## src/rtl/stn_pkg.sv

```systemverilog
// ----------------------------------------------------------------------------
// stn_pkg: shared types and constants
// Coordinate widths, queue entry and channel request types for the
// segment/triangle nearest-hit core.
// ----------------------------------------------------------------------------
package stn_pkg;

  localparam int COORD_WIDTH = 32;
  localparam int T_FRAC_BITS = 16;
  localparam int T_W         = T_FRAC_BITS + 1;
  // edge vectors carry one extra bit
  localparam int DIFF_W      = COORD_WIDTH + 1;
  // triple products grow to 3*DIFF_W+3 bits; keep headroom
  localparam int WIDE_W      = 3 * DIFF_W + 6;
  localparam int CFG_AW      = 3;

  // configuration register indexes
  localparam logic [CFG_AW-1:0] REG_START_X = 3'd0;
  localparam logic [CFG_AW-1:0] REG_START_Y = 3'd1;
  localparam logic [CFG_AW-1:0] REG_START_Z = 3'd2;
  localparam logic [CFG_AW-1:0] REG_END_X   = 3'd3;
  localparam logic [CFG_AW-1:0] REG_END_Y   = 3'd4;
  localparam logic [CFG_AW-1:0] REG_END_Z   = 3'd5;

  typedef logic signed [COORD_WIDTH-1:0] coord_t;
  typedef logic signed [DIFF_W-1:0]      diff_t;
  typedef logic signed [WIDE_W-1:0]      wide_t;

  typedef struct packed {
    coord_t vert_a_x;
    coord_t vert_a_y;
    coord_t vert_a_z;
    coord_t vert_b_x;
    coord_t vert_b_y;
    coord_t vert_b_z;
    coord_t vert_c_x;
    coord_t vert_c_y;
    coord_t vert_c_z;
    logic   last_triangle;
  } in_req_t;

  typedef struct packed {
    logic           tri_hit;
    logic [T_W-1:0] tri_t;
    logic [T_W-1:0] nearest_t;
    logic           any_hit;
    logic           ray_done;
  } out_rsp_t;

  // edge vectors handed from front to back
  typedef struct packed {
    diff_t ab_x, ab_y, ab_z;
    diff_t ac_x, ac_y, ac_z;
    diff_t qp_x, qp_y, qp_z;
    diff_t ap_x, ap_y, ap_z;
    logic  last;
  } tri_job_t;

  function automatic diff_t coord_sub(input coord_t a, input coord_t b);
    return diff_t'({a[COORD_WIDTH-1], a}) - diff_t'({b[COORD_WIDTH-1], b});
  endfunction

endpackage

```

## src/rtl/stn_front.sv

```systemverilog
// ----------------------------------------------------------------------------
// stn_front: configuration and edge setup
// Holds the segment endpoints and turns each triangle request into its
// edge vectors for the job queue.
// ----------------------------------------------------------------------------
module stn_front import stn_pkg::*; (
  input  logic              clk,
  input  logic              rst_n,
  input  logic              cfg_we,
  input  logic [CFG_AW-1:0] cfg_addr,
  input  logic [31:0]       cfg_wdata,
  input  in_req_t           req,
  output tri_job_t          job
);

  coord_t sx_r, sy_r, sz_r, ex_r, ey_r, ez_r;

  // segment endpoint registers
  always_ff @(posedge clk) begin
    if (!rst_n) begin
      sx_r <= '0; sy_r <= '0; sz_r <= '0;
      ex_r <= '0; ey_r <= '0; ez_r <= '0;
    end else if (cfg_we) begin
      case (cfg_addr)
        REG_START_X: sx_r <= coord_t'(cfg_wdata);
        REG_START_Y: sy_r <= coord_t'(cfg_wdata);
        REG_START_Z: sz_r <= coord_t'(cfg_wdata);
        REG_END_X:   ex_r <= coord_t'(cfg_wdata);
        REG_END_Y:   ey_r <= coord_t'(cfg_wdata);
        REG_END_Z:   ez_r <= coord_t'(cfg_wdata);
        default: ;
      endcase
    end
  end

  // edge vectors, exact in DIFF_W bits
  always_comb begin
    job.ab_x = coord_sub(req.vert_b_x, req.vert_a_x);
    job.ab_y = coord_sub(req.vert_b_y, req.vert_a_y);
    job.ab_z = coord_sub(req.vert_b_z, req.vert_a_z);
    job.ac_x = coord_sub(req.vert_c_x, req.vert_a_x);
    job.ac_y = coord_sub(req.vert_c_y, req.vert_a_y);
    job.ac_z = coord_sub(req.vert_c_z, req.vert_a_z);
    job.qp_x = coord_sub(sx_r, ex_r);
    job.qp_y = coord_sub(sy_r, ey_r);
    job.qp_z = coord_sub(sz_r, ez_r);
    job.ap_x = coord_sub(sx_r, req.vert_a_x);
    job.ap_y = coord_sub(sy_r, req.vert_a_y);
    job.ap_z = coord_sub(sz_r, req.vert_a_z);
    job.last = req.last_triangle;
  end

endmodule

```

## src/rtl/stn_fifo.sv

```systemverilog
// ----------------------------------------------------------------------------
// stn_fifo: two-entry job queue
// Decouples triangle intake from the arithmetic back end.
// ----------------------------------------------------------------------------
module stn_fifo import stn_pkg::*; (
  input  logic     clk,
  input  logic     rst_n,
  input  logic     push,
  input  tri_job_t wdata,
  output logic     full,
  input  logic     pop,
  output tri_job_t rdata,
  output logic     empty
);

  tri_job_t   mem_r [2];
  logic       wr_ptr_r, rd_ptr_r;
  logic [1:0] cnt_r;

  assign full  = (cnt_r == 2'd2);
  assign empty = (cnt_r == 2'd0);
  assign rdata = mem_r[rd_ptr_r];

  // storage
  always_ff @(posedge clk) begin
    if (push && !full) mem_r[wr_ptr_r] <= wdata;
  end

  // pointers and fill count
  always_ff @(posedge clk) begin
    if (!rst_n) begin
      wr_ptr_r <= 1'b0;
      rd_ptr_r <= 1'b0;
      cnt_r    <= 2'd0;
    end else begin
      if (push && !full) wr_ptr_r <= ~wr_ptr_r;
      if (pop && !empty) rd_ptr_r <= ~rd_ptr_r;
      case ({push && !full, pop && !empty})
        2'b10:   cnt_r <= cnt_r + 2'd1;
        2'b01:   cnt_r <= cnt_r - 2'd1;
        default: ;
      endcase
    end
  end

endmodule

```

## src/rtl/stn_back.sv

```systemverilog
// ----------------------------------------------------------------------------
// stn_back: intersection sequencer
// Runs the cross and dot products on one shift-add multiplier, tests the
// barycentric bounds, divides t by d bit by bit and keeps the nearest hit.
// ----------------------------------------------------------------------------
module stn_back import stn_pkg::*; (
  input  logic     clk,
  input  logic     rst_n,
  input  tri_job_t job,
  input  logic     job_empty,
  output logic     job_pop,
  output out_rsp_t rsp,
  output logic     rsp_empty,
  input  logic     rsp_pop
);

  localparam int OPS   = 24;
  localparam int OP_W  = $clog2(OPS);
  localparam int BIT_W = $clog2(DIFF_W);
  localparam int DIV_W = $clog2(T_W);

  typedef enum logic [2:0] {S_IDLE, S_LOAD, S_MUL, S_TEST, S_DIV, S_FIN} state_t;

  state_t          state_r;
  tri_job_t        cur_r;
  logic [OP_W-1:0] op_r;
  logic [BIT_W-1:0] bit_r;
  logic [DIV_W-1:0] div_r;
  diff_t           mplier_r;
  wide_t           mcand_r, acc_r;
  wide_t           n0_r, n1_r, n2_r, e0_r, e1_r, e2_r, d_r, t_r, v_r, w_r;
  logic [WIDE_W-1:0] rem_r;
  logic [T_W-1:0]  q_r, near_r;
  logic            hit_r, seen_r, out_valid_r;
  out_rsp_t        out_r;

  diff_t  op_a;
  wide_t  op_b, acc_add, mterm;
  logic   op_sub, grp_start, neg;
  logic [WIDE_W-1:0] rr, rsub;
  logic   ge, hit_c;
  logic [T_W-1:0] near_upd;
  logic   rsp_load;

  function automatic wide_t sx(input diff_t v);
    return wide_t'(v);
  endfunction

  // operand schedule of the multiply-accumulate program
  always_comb begin
    op_a = cur_r.ab_y; op_b = sx(cur_r.ac_z); op_sub = 1'b0;
    case (op_r)
      5'd0:  begin op_a = cur_r.ab_y; op_b = sx(cur_r.ac_z); end
      5'd1:  begin op_a = cur_r.ab_z; op_b = sx(cur_r.ac_y); op_sub = 1'b1; end
      5'd2:  begin op_a = cur_r.ab_z; op_b = sx(cur_r.ac_x); end
      5'd3:  begin op_a = cur_r.ab_x; op_b = sx(cur_r.ac_z); op_sub = 1'b1; end
      5'd4:  begin op_a = cur_r.ab_x; op_b = sx(cur_r.ac_y); end
      5'd5:  begin op_a = cur_r.ab_y; op_b = sx(cur_r.ac_x); op_sub = 1'b1; end
      5'd6:  begin op_a = cur_r.qp_x; op_b = n0_r; end
      5'd7:  begin op_a = cur_r.qp_y; op_b = n1_r; end
      5'd8:  begin op_a = cur_r.qp_z; op_b = n2_r; end
      5'd9:  begin op_a = cur_r.ap_x; op_b = n0_r; end
      5'd10: begin op_a = cur_r.ap_y; op_b = n1_r; end
      5'd11: begin op_a = cur_r.ap_z; op_b = n2_r; end
      5'd12: begin op_a = cur_r.qp_y; op_b = sx(cur_r.ap_z); end
      5'd13: begin op_a = cur_r.qp_z; op_b = sx(cur_r.ap_y); op_sub = 1'b1; end
      5'd14: begin op_a = cur_r.qp_z; op_b = sx(cur_r.ap_x); end
      5'd15: begin op_a = cur_r.qp_x; op_b = sx(cur_r.ap_z); op_sub = 1'b1; end
      5'd16: begin op_a = cur_r.qp_x; op_b = sx(cur_r.ap_y); end
      5'd17: begin op_a = cur_r.qp_y; op_b = sx(cur_r.ap_x); op_sub = 1'b1; end
      5'd18: begin op_a = cur_r.ac_x; op_b = e0_r; end
      5'd19: begin op_a = cur_r.ac_y; op_b = e1_r; end
      5'd20: begin op_a = cur_r.ac_z; op_b = e2_r; end
      5'd21: begin op_a = cur_r.ab_x; op_b = e0_r; op_sub = 1'b1; end
      5'd22: begin op_a = cur_r.ab_y; op_b = e1_r; op_sub = 1'b1; end
      5'd23: begin op_a = cur_r.ab_z; op_b = e2_r; op_sub = 1'b1; end
      default: ;
    endcase
  end

  always_comb begin
    case (op_r)
      5'd0, 5'd2, 5'd4, 5'd6, 5'd9, 5'd12, 5'd14, 5'd16, 5'd18, 5'd21:
        grp_start = 1'b1;
      default: grp_start = 1'b0;
    endcase
  end

  // one shift-add step; the sign bit of the multiplier weighs negative
  assign neg     = op_sub ^ (bit_r == BIT_W'(DIFF_W - 1));
  assign mterm   = mplier_r[0] ? mcand_r : '0;
  assign acc_add = neg ? acc_r - mterm : acc_r + mterm;

  // restoring divide step
  assign rr   = (div_r == '0) ? rem_r : {rem_r[WIDE_W-2:0], 1'b0};
  assign ge   = (rr >= d_r);
  assign rsub = rr - d_r;

  // hit tests
  assign hit_c = (d_r > 0) && (t_r >= 0) && (t_r <= d_r) && (v_r >= 0) &&
                 (v_r <= d_r) && (w_r >= 0) && ((v_r + w_r) <= d_r);

  assign near_upd = (hit_r && (q_r < near_r)) ? q_r : near_r;

  // result register takes a new value when it is free or being popped
  assign rsp_load  = (state_r == S_FIN) && (!out_valid_r || rsp_pop);

  assign job_pop   = (state_r == S_IDLE) && !job_empty;
  assign rsp       = out_r;
  assign rsp_empty = !out_valid_r;

  // sequencer
  always_ff @(posedge clk) begin
    if (!rst_n) begin
      state_r     <= S_IDLE;
      out_valid_r <= 1'b0;
      near_r      <= T_W'(1) << T_FRAC_BITS;
      seen_r      <= 1'b0;
    end else begin
      if (rsp_load) out_valid_r <= 1'b1;
      else if (rsp_pop && out_valid_r) out_valid_r <= 1'b0;
      case (state_r)
        S_IDLE: begin
          if (!job_empty) begin
            cur_r   <= job;
            op_r    <= '0;
            state_r <= S_LOAD;
          end
        end
        S_LOAD: begin
          mplier_r <= op_a;
          mcand_r  <= op_b;
          bit_r    <= '0;
          if (grp_start) acc_r <= '0;
          state_r  <= S_MUL;
        end
        S_MUL: begin
          acc_r    <= acc_add;
          mcand_r  <= {mcand_r[WIDE_W-2:0], 1'b0};
          mplier_r <= mplier_r >>> 1;
          bit_r    <= bit_r + 1'b1;
          if (bit_r == BIT_W'(DIFF_W - 1)) begin
            case (op_r)
              5'd1:  n0_r <= acc_add;
              5'd3:  n1_r <= acc_add;
              5'd5:  n2_r <= acc_add;
              5'd8:  d_r  <= acc_add;
              5'd11: t_r  <= acc_add;
              5'd13: e0_r <= acc_add;
              5'd15: e1_r <= acc_add;
              5'd17: e2_r <= acc_add;
              5'd20: v_r  <= acc_add;
              5'd23: w_r  <= acc_add;
              default: ;
            endcase
            if (op_r == OP_W'(OPS - 1)) begin
              state_r <= S_TEST;
            end else begin
              op_r    <= op_r + 1'b1;
              state_r <= S_LOAD;
            end
          end
        end
        S_TEST: begin
          hit_r <= hit_c;
          q_r   <= '0;
          rem_r <= t_r;
          div_r <= '0;
          state_r <= hit_c ? S_DIV : S_FIN;
        end
        S_DIV: begin
          rem_r <= ge ? rsub : rr;
          q_r   <= {q_r[T_W-2:0], ge};
          div_r <= div_r + 1'b1;
          if (div_r == DIV_W'(T_W - 1)) state_r <= S_FIN;
        end
        S_FIN: begin
          if (rsp_load) begin
            out_r.tri_hit   <= hit_r;
            out_r.tri_t     <= q_r;
            out_r.nearest_t <= near_upd;
            out_r.any_hit   <= seen_r | hit_r;
            out_r.ray_done  <= cur_r.last;
            if (cur_r.last) begin
              near_r <= T_W'(1) << T_FRAC_BITS;
              seen_r <= 1'b0;
            end else begin
              near_r <= near_upd;
              seen_r <= seen_r | hit_r;
            end
            state_r <= S_IDLE;
          end
        end
        default: state_r <= S_IDLE;
      endcase
    end
  end

endmodule

```

## src/rtl/segment_triangle_nearest_hit_core.sv

```systemverilog
// ----------------------------------------------------------------------------
// segment_triangle_nearest_hit_core: segment vs. triangle nearest hit
// Write the segment endpoints S and E through cfg_we/cfg_addr/cfg_wdata
// while idle (indexes 0..2 start x/y/z, 3..5 end x/y/z; others ignored).
// Triangle requests enter on in_push/in_full, one triangle per request.
// Each request yields one result on out_empty/out_pop: the hit flag and
// Q1.16 t for that triangle, the nearest t of the current set (1.0 while
// none) and the any-hit flag; a request marked last_triangle closes the set.
// A request passes these steps in order: the back end picks it from the
// queue, runs 24 multiply-accumulate operations on one shared shift-add
// multiplier, tests the barycentric bounds, runs a restoring divide on hits
// and writes the result register. The back end takes no new triangle until
// it has written the result of the current one; a two-entry queue takes
// requests while the back end works.
// Reset clears the queue, the result register, the endpoints and the
// nearest-hit state. While the receiver stalls, the finished result holds
// and the back end waits before writing the next one.
// ----------------------------------------------------------------------------
module segment_triangle_nearest_hit_core import stn_pkg::*; (
  input  logic              clk,
  input  logic              rst_n,
  input  logic              cfg_we,
  input  logic [CFG_AW-1:0] cfg_addr,
  input  logic [31:0]       cfg_wdata,
  input  logic              in_push,
  input  in_req_t           in_req,
  output logic              in_full,
  output logic              out_empty,
  input  logic              out_pop,
  output out_rsp_t          out_rsp
);

  tri_job_t front_job, q_job;
  logic     q_empty, q_pop;

  stn_front u_front (
    .clk, .rst_n, .cfg_we, .cfg_addr, .cfg_wdata,
    .req (in_req),
    .job (front_job)
  );

  stn_fifo u_fifo (
    .clk, .rst_n,
    .push  (in_push),
    .wdata (front_job),
    .full  (in_full),
    .pop   (q_pop),
    .rdata (q_job),
    .empty (q_empty)
  );

  stn_back u_back (
    .clk, .rst_n,
    .job       (q_job),
    .job_empty (q_empty),
    .job_pop   (q_pop),
    .rsp       (out_rsp),
    .rsp_empty (out_empty),
    .rsp_pop   (out_pop)
  );

endmodule
```

## config.mk

```make
export PLATFORM = sky130hd
export DESIGN_NAME = segment_triangle_nearest_hit_core
export DESIGN_NICKNAME = d
export VERILOG_FILES = /design/src/rtl/stn_pkg.sv /design/src/rtl/stn_front.sv /design/src/rtl/stn_fifo.sv /design/src/rtl/stn_back.sv /design/src/rtl/segment_triangle_nearest_hit_core.sv
export SDC_FILE = /design/constraint.sdc
export NUM_CORES = 2
export LEC_CHECK = 0
export CAP_MARGIN = 20
export CORE_ASPECT_RATIO = 0.8
export CORE_UTILIZATION = 30
export DETAILED_ROUTE_END_ITERATION = 8
export DONT_BUFFER_PORTS = 1
export PLACE_DENSITY = 0.53
export SLEW_MARGIN = 15
export SYNTH_ARGS = -nofsm -noshare
export SYNTH_HDL_FRONTEND = slang
export SYNTH_SLANG_ARGS = --single-unit
```

## constraint.sdc

```tcl
create_clock -name clk -period 21.3 [get_ports clk]
set_input_delay 4.26 -clock clk [delete_from_list [all_inputs] [get_ports clk]]
set_output_delay 4.26 -clock clk [all_outputs]
set_load 0.005 [all_outputs]
```

==> impl_results.md <==
- Total number of vias: 107,000
- Number of vias per cell after detailed routing: 5.37
- Arr. time, crit path: 9.94 ns
- Number of DRC violations after detailed routing: 1
- Failing checks: design-rule violations
- Fraction of power consumed by combinational cells: 34.8%
- Top cell types by occurrence after synthesis: edfxtp_1, nand2_1, ha_1
- Met2 usage: 27.0%
- Share of flip-flops with an asynchronous set or reset: 0%
- Clock buffers created by TritonCTS: 313
- Filler Cell Count: 49,700
- Aggregate routed wire length: 505 mm
- Number of iterations in the first detailed-routing pass: 9
- First-pass GRT wire length: 718 mm
- Period Utilization, post-route: 42.9%
- Residual antenna-violating net count after detailed routing: 0
- Setup violators final: 0
- Weighted congestion reported at the end of routability-driven placement: 0.922
- Largest net degree at the start of global routing: 210
- Sequential share of power: 40.4%
- DR iter-0 viols: 11,600
- Most frequent cell after synthesis: edfxtp_1
- Relative slew slack: 5.41%
- Via count of the first global-routing pass: 99,600
- FF+latch count, synth: 2,879
- Maximum clock skew at final layout: 0.0894 ns
- Synth-to-layout area growth: 12.3%
- Path type of the worst min-delay path: flip-flop to flip-flop
- Root cell of the clock tree: clkbuf_16
- RSZ-0062 raised after global routing: false
- Global routing's busiest layer: met1
- Status: finished with violations
- CP Capture Type: flip-flop
- Kind of start point of the critical path: flip-flop
- Count of buffers from port buffering: 0
- Cell internal power dissipation: 13,400 uW
- Number of max-capacitance violations reported: 0
- Number of primary I/O pins: 368
- Post-synth top area share: 52.4%
- Switching power total: 8180 uW
- Dominant register cell in the synthesized netlist: edfxtp_1
- Switching Fraction: 37.8%
- Net count after synthesis: 14,300
- Maximum clock rate: 0.109 GHz
- Cell accounting for the most synthesized area: edfxtp_1
- Multi-input gate area in the final layout: 64,900 sq um
- Cell area after placement: 161,000 sq um
- Final layout net count: 14,300
- Per-instance average area after synthesis: 11.8 sq um
- Met3 capacity usage during global routing: 3.09%
- Final design area excluding fillers: 171,000 sq um
- Die H: 640 microns
- Routed len/inst: 25.4 microns
- Post-CTS setup buffer count: 0
- Floorplan row count: 233
- Worst-Skew Late Latency: 0.97 ns
- Initial core utilization: 30.2%
- Cts-stage hold buffer count: 0
- Final HPWL from detailed placement: 374 mm
- Combined global-route utilization of all metal layers: 19.0%
- Number of distinct library cells after synthesis: 89
- YS warnings: 0
- Met1 Use GR: 29.6%
- Number of clock sinks seen by CTS: 2,879
- TritonCTS clock tree: yes
- Tightest Pin Transition: 1.42 ns
- Static Leak: 0.0618 uW
- Total die area: 511,000 sq um
- Power per cell area: 126 nW/um^2
- Final critical path time including I/O delays and setup: 9.13 ns
- Hold Vio Cnt, Final: 0
- Max Fanout on Critical Path: 21
- Summed instance area of the synthesized netlist: 152,000 sq um
- X dimension of the die: 799 microns
- Post-synthesis instance total: 12,900
- Sequential cell area: 84,300 sq um
- Clk pin slew, worst setup/hold paths: 0.06 ns
- Number of enable-type register cells in the synthesized netlist: 2,660
- Register area share after synthesis: 55.3%
- VDD IR max: 104 uV
- Crit Path Class: flip-flop to flip-flop
- Number of antenna violations at the first check in global routing: 87
- Required time of the critical path: 22.10 ns
- Clock Tree Buf Depth: 4
- Total gr overflow: 0
- Core region area: 505,000 sq um
- Cell types occupying the most area after synthesis: edfxtp_1, ha_1, mux2_2, dfxtp_1, a21oi_1
- Depth of the CTS H-tree: 5
- Clock group share of total power: 24.8%
- Setup TNS after final layout: 0 ns
- Max-slew violation total from the final report: 0
- Post-cts repair resize count: 0
- Fraction of layout instances using a drive strength above 1: 10.2%
==> kinds of logic (layout without fill, tap and decap cells) <==
| group | count (synthesis) | in the layout | share of synthesized area (%) |
|---|---|---|---|
| AOI/OAI and AO/OA | 3605 | 3605 | 15.8 |
| xor gates and xnor gates | 693 | 693 | 3.98 |
| adders and majority gates | 1054 | 1054 | 8.73 |
| buffers and inverters | 1079 | 1299 | 2.67 |
| DFF | 2879 | 2879 | 55.3 |
| muxes | 552 | 552 | 4.05 |
| other | 0 | 36 | 0 |
| and+or+nand+nor | 3087 | 3087 | 9.55 |
==> cell usage in the layout, fill, tap and decap left out, types with 40 or more instances in the layout <==
master	instances
edfxtp_1	2660
nand2_1	1129
ha_1	1039
a21oi_1	854
nor2_1	667
o21ai_0	629
inv_1	534
a21o_1	532
mux2_2	515
xnor2_1	412
clkbuf_16	316
nand4_1	253
a21boi_0	247
a22oi_1	245
xor2_1	231
dfxtp_1	218
nand3_1	189
buf_4	186
a31oi_1	166
and2_1	144
nor2b_1	131
a221oi_1	125
o21a_1	120
o21bai_1	118
nor3_1	111
and3_1	103
a222oi_1	97
a22o_1	90
nand2b_1	79
nor4_1	71
clkbuf_1	64
o211ai_1	55
or3_1	52
clkinv_2	49
clkinv_1	46
o31ai_1	40
==> metal layers <==
layer	routed length, microns	up-vias
met4	13000	26
li1	-	49200
met5	164	-
met2	206000	4004
met3	39900	621
met1	247000	53000
==> worst paths after layout <==
check	slack [ns]	to	cells after the start	startpoint
hold reg to reg	0.47	u_front.ez_r[27]	2	u_front.ez_r[27]
setup / recovery	12.17	u_back.acc_r[101]	24	u_back.op_r[4]
hold / removal	0.47	u_front.ez_r[27]	2	u_front.ez_r[27]
setup reg to reg	12.17	u_back.acc_r[101]	24	u_back.op_r[4]
==> flip-flops by register name, summed over array words and instances, names as in the netlist, 33 cells and up <==
signal	cells
u_back.acc_r	105
u_back.cur_r	397
u_back.d_r	105
u_back.e0_r	105
u_back.e1_r	105
u_back.e2_r	105
u_back.mcand_r	105
u_back.mplier_r	33
u_back.n0_r	105
u_back.n1_r	105
u_back.n2_r	105
u_back.rem_r	105
u_back.rsp	37
u_back.t_r	105
u_back.v_r	105
u_back.w_r	105
u_fifo.mem_r	794
==> metrics by stage <==
step / setup slack, ns / power (uW) / cells / util (%) / hold WS [ns]
final: 12.17 / 21600 / 19900 / 33.9 / 0.465
after detailed placement: 12.17 / 16100 / 19300 / 31.9 / 0.461
after global placement: 12.28 / 16100 / 19300 / 31.9 / 0.443
after CTS: 12.08 / 21500 / 19900 / 33.9 / 0.470
after global routing: 11.47 / 22400 / 19900 / 33.9 / 0.487
after floorplan: 6.07 / 12800 / 12900 / - / 0.429
==> power groups by stage <==
stage	Combinational (uW)	Clock (uW)	Sequential, uW
3_3_place_gp	7230	0	8820
4_1_cts	7340	5460	8710
3_5_place_dp	7320	0	8820
6_report	7530	5360	8730
5_1_grt	8000	5660	8770
2_1_floorplan	3980	0	8790
==> worst max-delay path, cell delays in order, from the launching register on <==
cell,delay [ns]
edfxtp_1,0.93
inv_1,0.28
nand2_1,0.40
inv_1,0.08
a2111oi_1,0.44
buf_4,0.23
xor2_4,0.54
nand2_1,0.18
nand2_1,0.44
buf_4,0.39
o211ai_1,0.19
ha_1,0.43
o211a_1,0.17
o31ai_1,0.11
a211oi_1,0.37
o21ai_0,0.26
a211oi_1,0.46
o21bai_1,0.23
o211ai_1,0.51
a31oi_1,0.44
o31ai_1,0.50
a311o_1,0.24
a21oi_1,0.08
xnor2_1,0.81
and2_1,0.23
==> final cells by class <==
cell class,count,area share [%]
sequential,2879,49.2
multi-input combinational,8991,37.9
tap,6697,4.90
clock buffer,391,4.85
inverter,534,1.17
timing repair buffer,202,0.966
clock inverter,172,0.901
antenna,36,0.0526
(Power assumes the default switching activity.)
